File: config.mk
export PLATFORM = sky130hd
export DESIGN_NAME = keyboard_matrix_with_event_queue
export DESIGN_NICKNAME = d
export VERILOG_FILES = /design/src/kmq_pkg.sv /design/src/kmq_ram.sv /design/src/kmq_queue.sv /design/src/kmq_matrix.sv /design/src/keyboard_matrix_with_event_queue.sv
export SDC_FILE = /design/constraint.sdc
export NUM_CORES = 2
export LEC_CHECK = 0
export BUFFER_PORTS_ARGS = -buffer_cell sky130_fd_sc_hd__buf_4
export CELL_PAD_IN_SITES_DETAIL_PLACEMENT = 0
export CELL_PAD_IN_SITES_GLOBAL_PLACEMENT = 2
export CORE_MARGIN = 3
export CORE_UTILIZATION = 42
export CTS_BUF_LIST = sky130_fd_sc_hd__clkbuf_2
export CTS_CLUSTER_SIZE = 28
export DETAILED_ROUTE_END_ITERATION = 7
export PLACE_DENSITY = 0.76
export SYNTH_ARGS = -nofsm -noshare
export SYNTH_HDL_FRONTEND = slang
export SYNTH_HIERARCHICAL = 1
export SYNTH_SLANG_ARGS = --single-unit
export TNS_END_PERCENT = 100
File: constraint.sdc
create_clock -name clk -period 21.4 [get_ports clk]
set_input_delay 3.21 -clock clk [delete_from_list [all_inputs] [get_ports clk]]
set_output_delay 3.21 -clock clk [all_outputs]
set_load 0.01 [all_outputs]
File: src/kmq_pkg.sv
package kmq_pkg;

	// Operation carried by one input item.
	typedef enum logic [1:0] {
		ACT_ENQUEUE  = 2'd0,
		ACT_READ     = 2'd1,
		ACT_CLEAR    = 2'd2,
		ACT_JOYSTICK = 2'd3
	} action_t;

	// Shift-force codes; the unused code acts as neutral.
	localparam logic [1:0] FORCE_NEUTRAL = 2'd0;
	localparam logic [1:0] FORCE_DOWN    = 2'd1;
	localparam logic [1:0] FORCE_UP      = 2'd2;

	// Shifted-mapping modes.
	localparam logic [1:0] SMODE_PLAIN  = 2'd0;
	localparam logic [1:0] SMODE_MAPPED = 2'd1;
	localparam logic [1:0] SMODE_IGNORE = 2'd2;

	// Configuration register indexes and widths.
	localparam int CFG_INDEX_W = 2;
	localparam int CFG_DATA_W  = 20;
	localparam logic [CFG_INDEX_W-1:0] CFG_THROTTLE    = 2'd0;
	localparam logic [CFG_INDEX_W-1:0] CFG_LEFT_SHIFT  = 2'd1;
	localparam logic [CFG_INDEX_W-1:0] CFG_RIGHT_SHIFT = 2'd2;

	localparam int THROTTLE_W = 20;
	localparam int TIME_W     = 40;
	localparam int CODE_W     = 8;
	localparam int POS_W      = 6;

	localparam logic [THROTTLE_W-1:0] THROTTLE_RESET    = 20'd50000;
	localparam logic [CODE_W-1:0]     LEFT_SHIFT_RESET  = 8'hFE;
	localparam logic [CODE_W-1:0]     RIGHT_SHIFT_RESET = 8'hFF;

	// Byte 6 carries the joystick, byte 7 holds the shift keys.
	localparam int JOYSTICK_BYTE = 6;
	localparam int SHIFT_BYTE    = 7;
	localparam logic [7:0] FORCE_UP_MASK  = 8'h03;
	localparam logic [7:0] FORCE_DOWN_SET = 8'h01;

	// One queued key event.
	typedef struct packed {
		logic [CODE_W-1:0] code;
		logic              press;
		logic [POS_W-1:0]  plain_pos;
		logic [1:0]        plain_fc;
		logic [1:0]        smode;
		logic [POS_W-1:0]  shifted_pos;
		logic [1:0]        shifted_fc;
	} kev_t;

	localparam int KEV_W = $bits(kev_t);

	// Registered input item.
	typedef struct packed {
		action_t           action;
		logic [TIME_W-1:0] cycle_time;
		logic [7:0]        read_select;
		logic [7:0]        joystick_bits;
		kev_t              ev;
	} item_t;

	// Hand-over from the queue stage to the matrix stage.
	typedef struct packed {
		logic       valid;
		action_t    action;
		logic [7:0] read_select;
		logic [7:0] joystick_bits;
		logic       dequeue;
		kev_t       ev;
		logic       overflowed;
	} stage_t;

	function automatic logic [1:0] norm_force(input logic [1:0] f);
		logic [1:0] r;
		r = (f == FORCE_NEUTRAL || f == FORCE_DOWN || f == FORCE_UP) ? f : FORCE_NEUTRAL;
		return r;
	endfunction

endpackage

File: src/kmq_ram.sv
module kmq_ram #(
	parameter int WIDTH = 8,
	parameter int DEPTH = 16,
	localparam int ADDR_W = (DEPTH > 1) ? $clog2(DEPTH) : 1
) (
	input  logic              clk,
	input  logic              we,
	input  logic [ADDR_W-1:0] waddr,
	input  logic [WIDTH-1:0]  wdata,
	input  logic [ADDR_W-1:0] raddr,
	output logic [WIDTH-1:0]  rdata
);

	logic [WIDTH-1:0] mem [DEPTH];
	logic [WIDTH-1:0] rdata_q;

	// Read returns the contents before a write at the same edge.
	always_ff @(posedge clk) begin
		if (we) begin
			mem[waddr] <= wdata;
		end
		rdata_q <= mem[raddr];
	end

	assign rdata = rdata_q;

endmodule

File: src/kmq_queue.sv
module kmq_queue #(
	parameter int QUEUE_DEPTH = 16
) (
	input  logic                             clk,
	input  logic                             arst_n,
	input  logic                             item_valid,
	input  kmq_pkg::item_t                   item,
	input  logic [kmq_pkg::THROTTLE_W-1:0]   throttle,
	output kmq_pkg::kev_t                    head_ev,
	output kmq_pkg::stage_t                  stage_s2
);

	localparam int PTR_W = (QUEUE_DEPTH > 1) ? $clog2(QUEUE_DEPTH) : 1;
	localparam int CNT_W = $clog2(QUEUE_DEPTH + 1);
	localparam int TW    = kmq_pkg::TIME_W;

	logic [PTR_W-1:0] head_q, tail_q, head_d;
	logic [CNT_W-1:0] count_q;
	logic [TW-1:0]    deadline_q;
	logic             overflow_q;
	logic             byp_q;
	kmq_pkg::kev_t    byp_ev_q;
	kmq_pkg::kev_t    ram_ev;
	logic             is_enq, is_read, is_clear, full, push, dequeue;
	logic [TW:0]      sum;
	logic [TW-1:0]    deadline_sat;
	kmq_pkg::stage_t  stage_d;

	function automatic logic [PTR_W-1:0] ptr_inc(input logic [PTR_W-1:0] p);
		logic [PTR_W-1:0] r;
		r = (p == PTR_W'(QUEUE_DEPTH - 1)) ? '0 : p + 1'b1;
		return r;
	endfunction

	assign is_enq   = item_valid && (item.action == kmq_pkg::ACT_ENQUEUE);
	assign is_read  = item_valid && (item.action == kmq_pkg::ACT_READ);
	assign is_clear = item_valid && (item.action == kmq_pkg::ACT_CLEAR);
	assign full     = (count_q == CNT_W'(QUEUE_DEPTH));
	assign push     = is_enq && !full;
	assign dequeue  = is_read && (item.cycle_time > deadline_q) && (count_q != '0);
	assign head_d   = dequeue ? ptr_inc(head_q) : head_q;

	assign sum          = {1'b0, item.cycle_time} + {{(TW + 1 - kmq_pkg::THROTTLE_W){1'b0}}, throttle};
	assign deadline_sat = sum[TW] ? '1 : sum[TW-1:0];

	kmq_ram #(
		.WIDTH(kmq_pkg::KEV_W),
		.DEPTH(QUEUE_DEPTH)
	) u_fifo_ram (
		.clk  (clk),
		.we   (push),
		.waddr(tail_q),
		.wdata(item.ev),
		.raddr(head_d),
		.rdata(ram_ev)
	);

	// A write to the slot being read in the same cycle is forwarded.
	assign head_ev = byp_q ? byp_ev_q : ram_ev;

	always_ff @(posedge clk) begin
		byp_ev_q <= item.ev;
	end

	always_ff @(posedge clk or negedge arst_n) begin
		if (!arst_n) begin
			head_q     <= '0;
			tail_q     <= '0;
			count_q    <= '0;
			deadline_q <= '0;
			overflow_q <= 1'b0;
			byp_q      <= 1'b0;
		end else begin
			head_q <= head_d;
			byp_q  <= push && (tail_q == head_d);
			if (push) begin
				tail_q  <= ptr_inc(tail_q);
				count_q <= count_q + 1'b1;
			end else if (dequeue) begin
				count_q <= count_q - 1'b1;
			end
			if (is_enq && full) begin
				overflow_q <= 1'b1;
			end
			if (is_clear) begin
				deadline_q <= '0;
			end else if (dequeue) begin
				deadline_q <= deadline_sat;
			end
		end
	end

	always_comb begin
		stage_d.valid         = item_valid;
		stage_d.action        = item.action;
		stage_d.read_select   = item.read_select;
		stage_d.joystick_bits = item.joystick_bits;
		stage_d.dequeue       = dequeue;
		stage_d.ev            = head_ev;
		stage_d.overflowed    = overflow_q;
	end

	always_ff @(posedge clk or negedge arst_n) begin
		if (!arst_n) begin
			stage_s2 <= '0;
		end else begin
			stage_s2 <= stage_d;
		end
	end

endmodule

File: src/kmq_matrix.sv
module kmq_matrix #(
	parameter int KEY_CODES = 256
) (
	input  logic                         clk,
	input  logic                         arst_n,
	input  kmq_pkg::stage_t              stage_s2,
	input  logic [kmq_pkg::CODE_W-1:0]   lookup_code,
	input  logic [kmq_pkg::CODE_W-1:0]   left_code,
	input  logic [kmq_pkg::CODE_W-1:0]   right_code,
	output logic                         sweeping,
	output logic                         done,
	output logic [7:0]                   read_data,
	output logic                         queue_overflowed
);

	localparam int IDX_W  = $clog2(KEY_CODES);
	localparam int NCODES = 1 << kmq_pkg::CODE_W;

	logic [7:0]       matrix_q [8];
	logic [7:0]       matrix_d [8];
	logic [1:0]       fmode_q, fmode_d;
	logic             left_q, left_d, right_q, right_d;
	logic [7:0]       joy_q, joy_d;
	logic [IDX_W-1:0] idx_tab [NCODES];
	logic [IDX_W-1:0] cur_idx, look_idx, clr_cnt_q;
	logic             clearing_q;
	logic             sap_rdata, sap_old, shifted, use_alt;
	logic             sap_we, sap_wval;
	logic             ram_we, ram_wval;
	logic [IDX_W-1:0] ram_waddr;
	logic             lw_valid_q, lw_val_q;
	logic [IDX_W-1:0] lw_idx_q;
	logic [5:0]       pos;
	logic [7:0]       rd_d, k;
	kmq_pkg::kev_t    ev;

	// Key code to shift-record index, folded into the table size.
	for (genvar g = 0; g < NCODES; g++) begin : g_idx
		assign idx_tab[g] = IDX_W'(g % KEY_CODES);
	end

	assign ev       = stage_s2.ev;
	assign cur_idx  = idx_tab[ev.code];
	assign look_idx = idx_tab[lookup_code];

	assign ram_we    = clearing_q || sap_we;
	assign ram_waddr = clearing_q ? clr_cnt_q : cur_idx;
	assign ram_wval  = clearing_q ? 1'b0 : sap_wval;

	kmq_ram #(
		.WIDTH(1),
		.DEPTH(KEY_CODES)
	) u_sap_ram (
		.clk  (clk),
		.we   (ram_we),
		.waddr(ram_waddr),
		.wdata(ram_wval),
		.raddr(look_idx),
		.rdata(sap_rdata)
	);

	// A record written at the edge that also loaded the read data is not yet in it.
	assign sap_old = (lw_valid_q && lw_idx_q == cur_idx) ? lw_val_q : sap_rdata;

	always_comb begin
		matrix_d = matrix_q;
		fmode_d  = fmode_q;
		left_d   = left_q;
		right_d  = right_q;
		joy_d    = joy_q;
		sap_we   = 1'b0;
		sap_wval = 1'b0;
		shifted  = 1'b0;
		use_alt  = 1'b0;
		pos      = ev.plain_pos;
		if (stage_s2.valid) begin
			case (stage_s2.action)
				kmq_pkg::ACT_CLEAR: begin
					for (int i = 0; i < 8; i++) begin
						matrix_d[i] = '0;
					end
					fmode_d = kmq_pkg::FORCE_NEUTRAL;
					left_d  = 1'b0;
					right_d = 1'b0;
				end
				kmq_pkg::ACT_JOYSTICK: begin
					joy_d = stage_s2.joystick_bits;
				end
				kmq_pkg::ACT_READ: begin
					if (stage_s2.dequeue) begin
						if (ev.code == left_code) begin
							left_d = ev.press;
						end
						if (ev.code == right_code) begin
							right_d = ev.press;
						end
						if (ev.press) begin
							shifted  = left_d || right_d;
							sap_we   = 1'b1;
							sap_wval = shifted;
						end else begin
							shifted = sap_old;
						end
						use_alt = shifted && (ev.smode == kmq_pkg::SMODE_MAPPED ||
							ev.smode == kmq_pkg::SMODE_IGNORE);
						if (!(use_alt && ev.smode == kmq_pkg::SMODE_IGNORE)) begin
							pos     = use_alt ? ev.shifted_pos : ev.plain_pos;
							fmode_d = kmq_pkg::norm_force(use_alt ? ev.shifted_fc : ev.plain_fc);
							matrix_d[pos[5:3]][pos[2:0]] = ev.press;
						end
					end
				end
				default: begin
				end
			endcase
		end
	end

	always_comb begin
		rd_d = '0;
		for (int i = 0; i < 8; i++) begin
			k = matrix_d[i];
			if (i == kmq_pkg::JOYSTICK_BYTE) begin
				k = k | joy_d;
			end
			if (i == kmq_pkg::SHIFT_BYTE) begin
				if (fmode_d == kmq_pkg::FORCE_UP) begin
					k = k & ~kmq_pkg::FORCE_UP_MASK;
				end else if (fmode_d == kmq_pkg::FORCE_DOWN) begin
					k = k | kmq_pkg::FORCE_DOWN_SET;
				end
			end
			if (stage_s2.read_select[i]) begin
				rd_d = rd_d | k;
			end
		end
	end

	always_ff @(posedge clk or negedge arst_n) begin
		if (!arst_n) begin
			for (int i = 0; i < 8; i++) begin
				matrix_q[i] <= '0;
			end
			fmode_q    <= kmq_pkg::FORCE_NEUTRAL;
			left_q     <= 1'b0;
			right_q    <= 1'b0;
			joy_q      <= '0;
			clearing_q <= 1'b1;
			clr_cnt_q  <= '0;
			lw_valid_q <= 1'b0;
			done       <= 1'b0;
		end else begin
			matrix_q   <= matrix_d;
			fmode_q    <= fmode_d;
			left_q     <= left_d;
			right_q    <= right_d;
			joy_q      <= joy_d;
			lw_valid_q <= sap_we;
			done       <= stage_s2.valid && (stage_s2.action == kmq_pkg::ACT_READ);
			if (clearing_q) begin
				clr_cnt_q <= clr_cnt_q + 1'b1;
				if (clr_cnt_q == IDX_W'(KEY_CODES - 1)) begin
					clearing_q <= 1'b0;
				end
			end
		end
	end

	always_ff @(posedge clk) begin
		lw_idx_q         <= cur_idx;
		lw_val_q         <= sap_wval;
		read_data        <= rd_d;
		queue_overflowed <= stage_s2.overflowed;
	end

	assign sweeping = clearing_q;

endmodule

File: src/keyboard_matrix_with_event_queue.sv
// Emulated keyboard matrix of eight bytes, fed by a queue of key events.
//
// Commands enter on start while busy is low; every field of the command is
// taken at that edge. Enqueue stores a key event (or drops it and sets the
// sticky overflow flag when the queue is full), clear empties the matrix and
// the shift state, set joystick loads the joystick byte, and a keyboard read
// may take one event from the queue before it forms its answer.
// Only a keyboard read produces a result. The result transfer is marked by
// done for one cycle, once the command has passed the input register and
// the queue-stage register into the result register; the receiver cannot
// hold it off, so the pipeline never stalls. The design is a short pipeline
// of an input register, a queue stage and a matrix stage followed by the
// result register, so after the reset sweep a command can be taken on every
// clock; throughput is one command per cycle. After reset the per-key shift
// record is swept to zero, one entry a cycle, which keeps busy high until
// the sweep ends. Configuration writes are taken at any time, on each edge
// at which cfg_we is high; an index beyond the last register is ignored.
module keyboard_matrix_with_event_queue #(
	parameter int QUEUE_DEPTH = 16,
	parameter int KEY_CODES   = 256
) (
	input  logic        clk,
	input  logic        arst_n,
	input  logic        start,
	output logic        busy,
	input  logic [1:0]  action,
	input  logic [39:0] cycle_time,
	input  logic [7:0]  read_select,
	input  logic [7:0]  joystick_bits,
	input  logic [7:0]  key_code,
	input  logic        is_press,
	input  logic [5:0]  plain_position,
	input  logic [1:0]  plain_force,
	input  logic [1:0]  shifted_mode,
	input  logic [5:0]  shifted_position,
	input  logic [1:0]  shifted_force,
	input  logic        cfg_we,
	input  logic [1:0]  cfg_index,
	input  logic [19:0] cfg_data,
	output logic        done,
	output logic [7:0]  read_data,
	output logic        queue_overflowed
);

	logic [kmq_pkg::THROTTLE_W-1:0] throttle_q;
	logic [kmq_pkg::CODE_W-1:0]     left_code_q, right_code_q;
	logic                           valid_s1;
	kmq_pkg::item_t                 item_s1, item_d;
	kmq_pkg::kev_t                  head_ev;
	kmq_pkg::stage_t                stage_s2;
	logic                           sweeping;
	logic                           accept;

	// Configuration registers: plain writes, no read-back.
	always_ff @(posedge clk or negedge arst_n) begin
		if (!arst_n) begin
			throttle_q   <= kmq_pkg::THROTTLE_RESET;
			left_code_q  <= kmq_pkg::LEFT_SHIFT_RESET;
			right_code_q <= kmq_pkg::RIGHT_SHIFT_RESET;
		end else if (cfg_we) begin
			case (cfg_index)
				kmq_pkg::CFG_THROTTLE:    throttle_q   <= cfg_data;
				kmq_pkg::CFG_LEFT_SHIFT:  left_code_q  <= cfg_data[7:0];
				kmq_pkg::CFG_RIGHT_SHIFT: right_code_q <= cfg_data[7:0];
				default: begin
				end
			endcase
		end
	end

	// A command is taken whenever the sweep after reset has finished.
	assign busy   = sweeping;
	assign accept = start && !busy;

	always_comb begin
		item_d.action           = kmq_pkg::action_t'(action);
		item_d.cycle_time       = cycle_time;
		item_d.read_select      = read_select;
		item_d.joystick_bits    = joystick_bits;
		item_d.ev.code          = key_code;
		item_d.ev.press         = is_press;
		item_d.ev.plain_pos     = plain_position;
		item_d.ev.plain_fc      = plain_force;
		item_d.ev.smode         = shifted_mode;
		item_d.ev.shifted_pos   = shifted_position;
		item_d.ev.shifted_fc    = shifted_force;
	end

	// Input register: the first pipeline stage.
	always_ff @(posedge clk or negedge arst_n) begin
		if (!arst_n) begin
			valid_s1 <= 1'b0;
		end else begin
			valid_s1 <= accept;
		end
	end

	always_ff @(posedge clk) begin
		item_s1 <= item_d;
	end

	// Queue stage: enqueue, overflow flag, throttle deadline and the
	// decision whether a read takes the event at the head of the queue.
	kmq_queue #(
		.QUEUE_DEPTH(QUEUE_DEPTH)
	) u_queue (
		.clk       (clk),
		.arst_n    (arst_n),
		.item_valid(valid_s1),
		.item      (item_s1),
		.throttle  (throttle_q),
		.head_ev   (head_ev),
		.stage_s2  (stage_s2)
	);

	// Matrix stage: shift tracking, the per-key shift record, the matrix
	// update and the read answer, registered onto the result ports.
	kmq_matrix #(
		.KEY_CODES(KEY_CODES)
	) u_matrix (
		.clk             (clk),
		.arst_n          (arst_n),
		.stage_s2        (stage_s2),
		.lookup_code     (head_ev.code),
		.left_code       (left_code_q),
		.right_code      (right_code_q),
		.sweeping        (sweeping),
		.done            (done),
		.read_data       (read_data),
		.queue_overflowed(queue_overflowed)
	);

endmodule

Word-level counts from Yosys, hierarchy flattened --
Memories as Yosys holds them, arrays and structs flattened. A register that Yosys moved wholly into a read port is not among the register bits. Cells that the tools add are included.
Word-level totals: register bits 357, bits in latches 0, memory bits (writable) 688, memory bits (read-only) 4096, input bits 111, output and inout bits 11, word-level logic and storage cells 218, memories kept 4
Memories:
- (no name shown) | depth 256, width 8, rd ports 1, clocked after memory_dff 0, wr ports 0, line kmq_matrix.sv:43 | assign cur_idx = idx_tab[ev.code];
- (no name shown) | depth 256, width 8, rd ports 1, clocked after memory_dff 0, wr ports 0, line kmq_matrix.sv:44 | assign look_idx = idx_tab[lookup_code];
- u_queue.u_fifo_ram.mem | depth 16, width 27, rd ports 1, clocked after memory_dff 1, wr ports 1, line kmq_ram.sv:14 | logic [WIDTH-1:0] mem [DEPTH];
- u_matrix.u_sap_ram.mem | depth 256, width 1, rd ports 1, clocked after memory_dff 1, wr ports 1, line kmq_ram.sv:14
Operators by class: add/sub/neg operators 6, $mul 0, div/mod/pow operators 0, $lt $le $gt $ge 7, equality and inequality tests 22, shift-type cells 0, multiplexer cells 74, bitwise logic cells 11, reductions and logical operators 33
Operators with widths (count):
- 64-bit 2-to-1 mux | 3
- 8-bit 2-to-1 mux | 16
- 64-bit one-hot mux with 2 select lines | 1
- 40-bit 2-to-1 mux | 3
- 64-bit bitwise mux | 1
- 8-bit bitwise OR | 8
- 40-bit by 20-bit adder with 41-bit output | 1
- 40-bit greater-than comparator | 1
- 1-bit 2-to-1 mux | 32
- 27-bit 2-to-1 mux | 1
- 8-bit demux with 3-bit select | 1
- 8-bit == test | 3
- 9-bit greater-or-equal comparator (second input constant) | 2
- 8-bit inverter with 9-bit output | 2
- 1-bit logical AND | 15
- 2-bit == test (second input constant) | 7
- 2-bit by 1-bit == test with 1-bit output (second input constant) | 6
- 2-bit 2-to-1 mux | 6
- 4-bit 2-to-1 mux | 3
- 5-bit 2-to-1 mux | 2
- 4-bit by 1-bit adder with 4-bit output (second input constant) | 2
- 8-bit by 1-bit adder with 8-bit output (second input constant) | 1
- 4-bit == test (second input constant) | 2
- 8-bit == test (second input constant) | 1
- 21 further kinds | 33

Logic depth before layout (Yosys ltp) --
depth in word-level cells 39, mapped depth 15, mapped depth without buffers 12

Hierarchy --
Netlist, hierarchy kept.
By module, submodules not included:
- kmq_ram (u_queue.u_fifo_ram) | times used 1, cells an instance 710, area an instance 16893.7 sq um
- kmq_ram (u_matrix.u_sap_ram) | times used 1, cells an instance 788, area an instance 11128.2 sq um
- kmq_queue | times used 1, cells an instance 694, area an instance 7073.0 sq um
- kmq_matrix | times used 1, cells an instance 802, area an instance 6762.7 sq um
- keyboard_matrix_with_event_queue | times used 1, cells an instance 164, area an instance 3129.3 sq um

Least setup slack after synthesis --
OpenSTA, ideal clock, no wires.
kind flip-flop to flip-flop, start point reg, netlist name u_queue/stage_s2[26], end point mem u_matrix.u_sap_ram.mem[0] (data pin), arrival 7.539 ns, required time 19.951 ns, path slack 12.412 ns, cell stages (with the launch flop) 7, buffers on the path 0, period minus slack after synthesis 8.988 ns, path through dfrtp_1 -> xor2_1 -> nor4_1 -> nand2_1 -> mux2i_1 -> a21oi_1 -> nor2b_1
Between the ends: word-level cells in the longest chain between the ends 11, elaborated cells between the ends (all ways) 16
Ends and longest elaborated chain:
- 8-bit == test, on equally long branches | line kmq_matrix.sv:91, kmq_matrix.sv:94
- 1-bit 2-to-1 mux, on equally long branches | line kmq_matrix.sv:91, kmq_matrix.sv:94
- 1-bit 2-to-1 mux | line kmq_matrix.sv:90 | if (stage_s2.dequeue) begin
- 1-bit 2-to-1 mux | line kmq_matrix.sv:77 | case (stage_s2.action)
- 1-bit 2-to-1 mux | line kmq_matrix.sv:76 | if (stage_s2.valid) begin
- 1-bit logical OR (*) | line kmq_matrix.sv:98 | shifted = left_d || right_d;
- 1-bit 2-to-1 mux (*) | line kmq_matrix.sv:97 | if (ev.press) begin
- 1-bit 2-to-1 mux (*) | line kmq_matrix.sv:90
- 1-bit 2-to-1 mux (*) | line kmq_matrix.sv:77
- 1-bit 2-to-1 mux (*) | line kmq_matrix.sv:76
- via u_matrix.sap_wval | line kmq_matrix.sv:28 | logic sap_we, sap_wval;
- 1-bit 2-to-1 mux (*) | line kmq_matrix.sv:48 | assign ram_wval = clearing_q ? 1'b0 : sap_wval;
- via u_matrix.ram_wval | line kmq_matrix.sv:29 | logic ram_we, ram_wval;
- to (decl) | line kmq_ram.sv:14
The timed path passes the listed nets; every way through them passes the cells marked *. The select of a mux whose other input is x is not followed.

Worst setup path after layout --
start point reg u_matrix.clearing_q, in the netlist u_matrix/sweeping, end point out busy
RTL lines:
- from (decl) | line kmq_matrix.sv:26 | logic clearing_q;
- from (signal assigned) | line kmq_matrix.sv:148 | clearing_q <= 1'b1;
- from (signal assigned) | line kmq_matrix.sv:163 | clearing_q <= 1'b0;
- to (decl) | line keyboard_matrix_with_event_queue.sv:25 | output logic busy,
No word-level cell between the ends.

==> results.txt <==
placed cell count = 4538
Worst setup EP type = primary output
Avg Inst Size Synth = 14.25 um2
Post-CTS Setup Bufs = 0
Skew-Pair Late Insertion Delay = 1.49 ns
initial antenna violation count = 6
num rows = 119
kind of critical path = flop to primary output
# nets final = 3626
yosys warns = 6
Worst Path Buf+Inv = 1
P&R area growth vs syn = 10.87%
post-synth top area share = 0.4592
VDD IR-drop max = 0.06325 mV
WHS Endpoint = u_matrix/queue_overflowed
final cell count without fillers = 5056
critical path's top delay family = flip-flops
Worst Path Max Fanout = 18
hold_sp = u_queue/stage_s2[0]
top area cells in the synthesized netlist = edfxtp_1, dfrtp_1, mux4_2, dfxtp_1, nor2_1
Setup TNS = 0 ns
Worst EP required = 18.19 ns
Switch Pwr = 1928 uW
worst hold path class = flop to flop
max_cap viols = 0
max incr delay on CP = 0.86 ns
Main synth FF type = edfxtp_1
startpoint types = flop
RSZ-0062 raised after global routing = no
Initial Util = 0.4250
post-route ant nets = 0
run status = completed
Post-Syn Area = 44990 um2
Final Core Density = 0.4712
reg2reg path depth = 12
clock network fraction of design power = 0.260
design area = 49880 um2
clock root cell = clkbuf_2
GP Congestion = 0.8585
Die Wd = 333.3 um
Routed WL = 120700 um
Seq pwr share = 0.461
clk_skew = 0.1823 ns
post-synthesis register bit count = 1073
Via Count = 28765
power share of the combinational group = 0.278
Chip Height = 333.3 um
cell chain of the critical path = buf_4
Synth top cells by count = edfxtp_1, nor2_1, dfrtp_1
vias in the first global route = 29884
share of cells above drive strength 1 = 0.2678
final setup fails = 0
design internal power = 3563 uW
instance count of the mapped netlist = 3158
full die area = 111100 um2
hold_buf cts = 0
CTS tree = done
leading area contributor after synthesis = edfxtp_1
final worst-path cycle share = 0.2664
drt drc = 0
Slew headroom = 0.1387
first-pass GRT wire length = 182300 um
pins over their slew limit = 0
Pre-Repair DR Iteration Count = 6
Final HPWL DP = 72540 um
Arr. time, crit path = 2.49 ns
Worst Hold Depth = 0
Switching Share = 0.3512
sequential area share after synthesis = 0.6564
total gr overflow = 0
Via density = 5.689
Synth async-reset ratio = 0.2116
H-tree levels = 5
Fmax = 175.4 MHz
clock sinks = 1073
CTS buffer count = 294
Final Power = 5491 uW
total track usage = 0.2165
largest net degree at the start of global routing = 135
IO buf count = 121
Synth Net Count = 3341
Post-synth EDFFs = 688
worst slew pin tran = 1.288 ns
I/O pins = 122
final worst path period need = 5.701 ns
CTS resizes = 0
Reg-to-Reg Start = item_s1[74]
Reg clk slew, reported paths = 0.11 ns
# fillers = 9432
Synth cell types = 97
Reg2Reg Capture Point = u_queue/u_fifo_ram/rdata[19]
total core area = 105900 um2
post-DR wirelength/cell = 23.88 um
slowest cell on the critical path = dfstp_2
DP Area = 47260 um2
Power Density = 110.1 nW/um2
reg2reg setup slack = 16.03 ns
initial drt markers = 2653
final hold viol count = 0
Max Root-Sink Buffers = 4
Pleak = 0.01888 uW
top-count cell post-synth = edfxtp_1
-- how the worst max path moves through the flow --
stage                            from                      endpoint  slack (ns)  depth (start not counted)
2_1_floorplan    u_queue/stage_s2[26]     u_matrix/u_sap_ram/mem[0]       12.41                          6
3_3_place_gp   u_queue/deadline_q[39]  u_queue/u_fifo_ram/rdata[17]       16.13                         13
3_5_place_dp   u_queue/deadline_q[39]  u_queue/u_fifo_ram/rdata[19]       15.98                         13
4_1_cts             u_matrix/sweeping                          busy       15.46                          1
5_1_grt             u_matrix/sweeping                          busy       15.47                          1
6_report            u_matrix/sweeping                          busy       15.70                          1
-- layer usage --
metal	vias up	routed length, um	GRT usage
li1	12739	-	-
met1	14755	52120	0.2943
met2	1035	57890	0.3491
met3	232	7806	0.04253
met4	4	2887	0.07626
met5	-	28	0
-- state kept, by name, indices dropped and copies added (netlist names), 20 cells and up --
name and cells:
u_queue/u_fifo_ram/mem 432, u_matrix/matrix_q 64, u_queue/byp_ev_q 27, u_queue/deadline_q 40
u_queue/u_fifo_ram/rdata 27, u_matrix/u_sap_ram/mem 256, item_s1 85, u_queue/stage_s2 48
throttle_q 20
-- stage by stage --
step	worst slack, ns	hold slack (ns)
2_1_floorplan	12.41	0.3163
3_3_place_gp	16.13	0.3184
3_5_place_dp	15.98	0.3195
4_1_cts	15.46	0.2958
5_1_grt	15.47	0.3133
6_report	15.70	0.3008
-- final cells by class --
| cell class | instances | area, um2 | area share |
|---|---|---|---|
| flip-flops and latches | 1073 | 29530 | 0.5920 |
| well taps | 1391 | 1740 | 0.03489 |
| repair buffers | 168 | 1269 | 0.02544 |
| clock buffers | 454 | 2272 | 0.04555 |
| clock inverters | 55 | 321.6 | 0.006447 |
| inverters | 69 | 259.0 | 0.005193 |
| multi-input cells | 1837 | 14460 | 0.2900 |
| diodes | 9 | 22.52 | 0.0004515 |
-- cells in the final DEF, fill, tap and decap left out, types with 32 or more instances in the layout --
master,instances
nand4_1,32
nor2_1,350
ha_1,70
nand3_1,95
clkinv_1,39
edfxtp_1,688
clkbuf_2,454
nand2_1,178
inv_1,69
dfxtp_1,158
o21ai_0,111
xnor2_1,33
buf_4,167
mux4_2,150
mux2i_1,74
mux2_2,78
dfrtp_1,205
a21oi_1,74
a31oi_1,48
a22oi_1,59
nor3_1,44
-- kinds of logic (layout without fill, tap and decap cells) --
group | after synthesis | in the layout | share of synthesized area
compound gates | 514 | 514 | 0.08052
xor+xnor | 63 | 63 | 0.01227
fa+ha+maj | 72 | 72 | 0.02036
buf+inv | 248 | 746 | 0.02584
flops | 1073 | 1073 | 0.6564
mux | 309 | 309 | 0.1129
other cells | 0 | 9 | 0
simple gates | 879 | 879 | 0.09173
-- power by group through the flow --
stage               clock network (uW)  logic, uW  registers (uW)
floorplan                            0       1180            2480
global placement                     0       1510            2570
detailed placement                   0       1530            2580
CTS                               1490       1540            2540
global route                      1600       1650            2560
finish                            1430       1530            2530
No activity file was read; power rests on OpenSTA's default activity.
